<file path="config.mk">
export PLATFORM = sky130hd
export DESIGN_NAME = gcd_ctrl
export DESIGN_NICKNAME = d
export VERILOG_FILES = /design/src/hdl/gcd_pkg.sv /design/src/hdl/gcd_ctrl.sv
export SDC_FILE = /design/constraint.sdc
export NUM_CORES = 1
export LEC_CHECK = 0
export BUFFER_PORTS_ARGS = -buffer_cell sky130_fd_sc_hd__buf_4
export CAP_MARGIN = 15
export CORE_AREA = 10 10 47 49
export DETAILED_ROUTE_END_ITERATION = 8
export DIE_AREA = 0 0 57 59
export GPL_TIMING_DRIVEN = 0
export PLACE_DENSITY = 0.53
export SYNTH_ARGS = -nofsm -noshare
export SYNTH_HDL_FRONTEND = slang
export SYNTH_SLANG_ARGS = --single-unit
</file>
<file path="constraint.sdc">
create_clock -name clock -period 3.93 [get_ports clock]
set_input_delay 0.786 -clock clock [delete_from_list [all_inputs] [get_ports clock]]
set_output_delay 0.786 -clock clock [all_outputs]
set_load 0.1 [all_outputs]
</file>
<file path="src/hdl/gcd_pkg.sv">
// Shared types and constants for the genome compatibility distance block.
package gcd_pkg;

   // Field widths fixed by the data format
   localparam int WORD_W      = 16;
   localparam int DIST_W      = 24;
   localparam int CSR_INDEX_W = 2;

   // Configuration register indexes
   localparam logic [CSR_INDEX_W-1:0] CSR_EXCESS_COEFF   = 2'd0;
   localparam logic [CSR_INDEX_W-1:0] CSR_DISJOINT_COEFF = 2'd1;
   localparam logic [CSR_INDEX_W-1:0] CSR_WEIGHT_COEFF   = 2'd2;

   // Configuration reset values (unsigned Q8.8)
   localparam logic [WORD_W-1:0] EXCESS_COEFF_RST   = 16'd256;
   localparam logic [WORD_W-1:0] DISJOINT_COEFF_RST = 16'd256;
   localparam logic [WORD_W-1:0] WEIGHT_COEFF_RST   = 16'd102;

   // Largest distance value before clipping
   localparam logic [DIST_W-1:0] DIST_MAX = 24'hFFFFFF;

   // Input beat kinds
   typedef enum logic [1:0] {
      MODE_LOAD_FIRST  = 2'd0,
      MODE_LOAD_SECOND = 2'd1,
      MODE_COMPUTE     = 2'd2,
      MODE_UNUSED      = 2'd3
   } mode_type;

   // Controller states
   typedef enum logic [3:0] {
      ST_IDLE,
      ST_PREP,
      ST_WALK,
      ST_MUL_EXC,
      ST_MUL_DIS,
      ST_MUL_WGT,
      ST_DIV_START,
      ST_DIV_WAIT,
      ST_FINISH
   } state_type;

   // Commands from controller to datapath
   typedef struct packed {
      logic wr_first;
      logic wr_second;
      logic capture_group;
      logic walk_clear;
      logic walk_step;
      logic mul_exc;
      logic mul_dis;
      logic mul_wgt;
      logic div_start;
      logic finish;
   } cmd_type;

   // Status from datapath to controller
   typedef struct packed {
      logic walk_done;
      logic div_done;
      logic out_free;
   } status_type;

endpackage

</file>
<file path="src/hdl/gcd_ctrl.sv">
// Controller state machine: sequences loads, the merge walk, products and division.
module gcd_ctrl (
   input  logic                clock,
   input  logic                reset,
   input  logic                req_tvalid,
   output logic                req_tready,
   input  logic [1:0]          req_mode,
   input  gcd_pkg::status_type status,
   output gcd_pkg::cmd_type    cmd
);
   import gcd_pkg::*;

   state_type state_ff;
   state_type state_in;
   mode_type  mode;
   logic      accept;

   assign mode   = mode_type'(req_mode);
   assign accept = req_tvalid && req_tready;

   // State register
   always_ff @(posedge clock) begin
      if (reset) begin
         state_ff <= ST_IDLE;
      end else begin
         state_ff <= state_in;
      end
   end

   // Next state
   always_comb begin
      state_in = state_ff;
      unique case (state_ff)
         ST_IDLE: begin
            if (accept && mode == MODE_COMPUTE) begin
               state_in = ST_PREP;
            end
         end
         ST_PREP:      state_in = ST_WALK;
         ST_WALK: begin
            if (status.walk_done) begin
               state_in = ST_MUL_EXC;
            end
         end
         ST_MUL_EXC:   state_in = ST_MUL_DIS;
         ST_MUL_DIS:   state_in = ST_MUL_WGT;
         ST_MUL_WGT:   state_in = ST_DIV_START;
         ST_DIV_START: state_in = ST_DIV_WAIT;
         ST_DIV_WAIT: begin
            if (status.div_done) begin
               state_in = ST_FINISH;
            end
         end
         ST_FINISH: begin
            if (status.out_free) begin
               state_in = ST_IDLE;
            end
         end
         default:      state_in = ST_IDLE;
      endcase
   end

   // Outputs
   always_comb begin
      cmd        = '0;
      req_tready = 1'b0;
      unique case (state_ff)
         ST_IDLE: begin
            req_tready = 1'b1;
            if (accept) begin
               unique case (mode)
                  MODE_LOAD_FIRST:  cmd.wr_first      = 1'b1;
                  MODE_LOAD_SECOND: cmd.wr_second     = 1'b1;
                  MODE_COMPUTE:     cmd.capture_group = 1'b1;
                  default:          ;
               endcase
            end
         end
         ST_PREP:      cmd.walk_clear = 1'b1;
         ST_WALK:      cmd.walk_step  = !status.walk_done;
         ST_MUL_EXC:   cmd.mul_exc    = 1'b1;
         ST_MUL_DIS:   cmd.mul_dis    = 1'b1;
         ST_MUL_WGT:   cmd.mul_wgt    = 1'b1;
         ST_DIV_START: cmd.div_start  = 1'b1;
         ST_DIV_WAIT:  ;
         ST_FINISH:    cmd.finish     = status.out_free;
         default:      ;
      endcase
   end

endmodule

</file>
[After elaboration in Yosys (flattened, before gate mapping)]
Cells that the tools add are included.
Storage, ports and cells
  output and inout port bits: 11
  word-level logic and storage cells: 39
  bits in latches: 0
  ROM bits: 0
  bits of input ports: 8
  register bits after elaboration: 4
  memory bits (writable): 0
  memories kept: 0
Operators by class
  divide/modulo/power cells: 0
  add/subtract/negate cells: 0
  bitwise gates (word level): 0
  reduce and logical (&&, ||, !) cells: 6
  shift operators: 0
  $mul: 0
  multiplexer cells: 18
  magnitude comparators: 0
  equality and inequality tests: 14
Operators with widths (count)
  $pmux 4 s9: 1
  $eq 4x3->1 const B: 4
  $mux 4: 4
  $mux 1: 11
  $eq 4x2->1 const B: 2
  $ne 2x2->1 const B: 4
  $mux 3: 2
  $eq 4x1->1 const B: 1
  $eq 4x4->1 const B: 1
  $logic_not 4->1: 1
  $reduce_and 4->1: 1
  $eq 2x1->1 const B: 1
  $eq 2x2->1 const B: 1
  $logic_and 1x1->1: 2
  $logic_not 2->1: 1
  $logic_not 1->1: 1

[Depth between registers and ports, before layout]
  word-level depth: 6
  mapped depth: 4

[Worst setup path before layout]
OpenSTA, ideal clock, no wires.
  path type: register to output
  start: reg state_ff[1]
  end: out cmd[9] in the netlist's numbering
  path slack: -2.125 ns
  cell stages (with the launch flop): 4
  data arrival time: 5.269 ns
  path through: dfxtp_1 buf_4 nor4_2 nor4bb_1
RTL lines
  start: declaration: RTL line gcd_ctrl.sv:13  | state_type state_ff;
  start signal: assignment: RTL line gcd_ctrl.sv:26  | state_ff <= state_in;
  end: declaration: RTL line gcd_ctrl.sv:9  | output gcd_pkg::cmd_type cmd

==> flow_summary.yaml <==
clock_network:
  htree_levels: 1
  cts_tree: "yes"
  cts.sink_count: 4
  cts_root_buf: "clkbuf_4"
  clockBufferDepth: 2
  insertion_delay_ns: 0.23
  post-cts-setup-buffers: 0
  cts-resized-gates: 0
  postCtsHoldBufs: 0
  path_clk_slew_ns: 0.04
  cts_made_buffers: 3
run_status:
  status: "complete, no violations"
finish:
  areaGrowthSynthToFinish_pct: 63.6
  drive_gt1_frac: 0.410
  final_area_sq_um: 518
  num-nets-final: 71
  antenna_cells: 0
  reg.largest.list: "state_ff: 4 flops"
  fin_util: 0.370
  largest_reg_flops: 4
  top_register: "state_ff"
timing:
  finClkSkew_ns: 0.000726
  period_minus_slack_ns: 2.51
  drv_slew: 0
  setup-violations-final: 0
  finalHoldViolations: 0
  holdWs_ns: 0.603
  slew_headroom: 0.744
  tightest_slew_ns: 0.383
  rsz0062_at_grt: "no"
  fmax_mhz: 399
  fin_tns_setup_ns: 0
  period_share: 0.638
synth:
  syn_nets: 48
  synth_top_family_by_area: "simple AND/OR/NAND/NOR gates"
  synthSimpleGateAreaFrac: 0.506
  yosysSeqAreaShare: 0.253
  ys_warn_count: 0
  synth_area_sq_um: 317
  synth.ff_latch_count: 4
  synth_cells: 40
  yosys.area_share.adder: 0
  synthXorXnorAreaFrac: 0
  synth_cell_types: 24
  synth_mux_area_frac: 0
  postSynthAreaPerCell_sq_um: 7.91
  synth_compound_area_frac: 0.158
global_routing:
  grt-busiest-layer: "met2"
  grt_usage: 0.0598
  antenna_found_initial: 0
  overflow: 0
  grt_max_degree: 11
  grt_pass1_vias: 392
  met2_usage: 0.0868
  grt_use_met1: 0.0693
  use_met3: 0.0193
  grt_pass1_wl_mm: 1.65
floorplan:
  die_h_microns: 59
  die_w_microns: 57
  io_pins: 19
  fp.dieArea_sq_um: 3360
  initial_core_util: 0.226
  core-area_sq_um: 1400
  std_cell_rows: 14
power:
  vdd.ir_drop.worst_mv: 0.189
  power_density_nw_per_um2: 493
  p_leak_uw: 0.000238
route:
  routedWlPerCell_microns: 13.0
  drc: 0
  drtIter0Drc: 6
  ant_nets: 0
  first_pass_iters: 4
  vias_per_cell: 4.95
  wl_mm: 1.00
  vias: 381
worst_setup_path:
  cpPeakStageDelay_ns: 0.37
  crit_fanout: 10
  crit_type: "flip-flop to output pin"
  slowest_stage: "nor4_4"
  crit_path_end_kind: "output pin"
  cp.required_ns: 3.14
  crit_chain: "buf_4 -> nor4_4 -> nor4bb_4 -> buf_4"
  cp-start-kind: "flip-flop"
  crit_top_cell: "buf_4"
  worstPathArrival_ns: 1.72
run:
  cap_viol_max_count: 0
placement:
  port_buffers: 18
  dpl_cell_area_sq_um: 495
  dp_hpwl_microns: 777
  gp_congestion: 0.706
hold_path:
  worstHoldPathType: "flip-flop to flip-flop"
## worst max-delay path, delay by kind of cell, from the launching register on
kind          cells  cell delay [ns]
buf+inv           2             0.48
flops             1             0.29
simple gates      2             0.70
## layer usage
metal | up-vias | wire length, microns | share of wire
li1 | 191 | - | -
met1 | 176 | 473 | 0.47
met2 | 14 | 455 | 0.45
met3 | 0 | 75 | 0.075
met4 | 0 | 0 | 0
met5 | - | 0 | 0
## cell type report
class	instances	area [sq um]
fill	160	883
clock buffer	3	22.5
sequential	4	80.1
multi-input combinational	32	234
timing repair buffer	18	135
inverter	1	3.75
tap	16	20.0
buffer	3	22.5
## cells by family (layout without fill, tap and decap cells)
logic type	Yosys count	after routing
buffers and inverters	4	25
AOI/OAI and AO/OA	7	7
and+or+nand+nor	25	25
DFF	4	4
## synthesized netlist by cell type
| cell | number | area, sq um |
|---|---|---|
| a2111o_1 | 1 | 11.3 |
| a21oi_1 | 2 | 10.0 |
| a31oi_1 | 1 | 6.26 |
| and3b_1 | 1 | 8.76 |
| and4b_1 | 2 | 20.0 |
| buf_4 | 1 | 7.51 |
| buf_6 | 1 | 11.3 |
| clkbuf_1 | 1 | 3.75 |
| dfxtp_1 | 4 | 80.1 |
| inv_1 | 1 | 3.75 |
| nand2_1 | 1 | 3.75 |
| nand2b_1 | 4 | 25.0 |
| nand3_1 | 1 | 5.00 |
| nand3b_1 | 2 | 15.0 |
| nand4_1 | 1 | 6.26 |
| nor2_1 | 6 | 22.5 |
| nor3_1 | 3 | 15.0 |
| nor4_2 | 1 | 12.5 |
| nor4bb_1 | 1 | 10.0 |
| o21ai_0 | 1 | 5.00 |
| o22a_1 | 1 | 8.76 |
| o32ai_1 | 1 | 8.76 |
| or3_1 | 1 | 6.26 |
| or4b_1 | 1 | 10.0 |
## per-stage QoR
step                      total power, uW  std cells  worst slack (ns)
after floorplan                       174         40             0.231
after global placement                206         74              1.53
after detailed placement              206         74              1.53
after CTS                             258         77              1.40
after global routing                  269         77              1.30
final                                 255         77              1.42
## where the power goes
| group | internal (uW) | leakage, uW | total, uW | switching, uW |
|---|---|---|---|---|
| combinational | 42.0 | 0.000191 | 154 | 112 |
| clock | 34.2 | 0.0000138 | 51.2 | 17.0 |
| sequential | 45.6 | 0.0000326 | 49.7 | 4.13 |
## path summary, 6_finish.rpt
path                             startpoint          end  slack (ns)  depth (start not counted)
worst max-delay path            state_ff[1]       cmd[9]        1.42                          4
worst min-delay path            state_ff[1]  state_ff[1]        0.60                          2
worst max register to register  state_ff[2]  state_ff[3]        2.56                          4
worst min register to register  state_ff[1]  state_ff[1]        0.60                          2
## cell usage in the layout, fill, tap and decap left out, drive strengths merged, types with 2 or more instances in the layout
cell,instances
dfxtp,4
clkbuf,4
nor2,6
nand3b,2
nor3,3
a21oi,2
and4b,2
buf,20
nand2b,4
(Power assumes the default switching activity.)
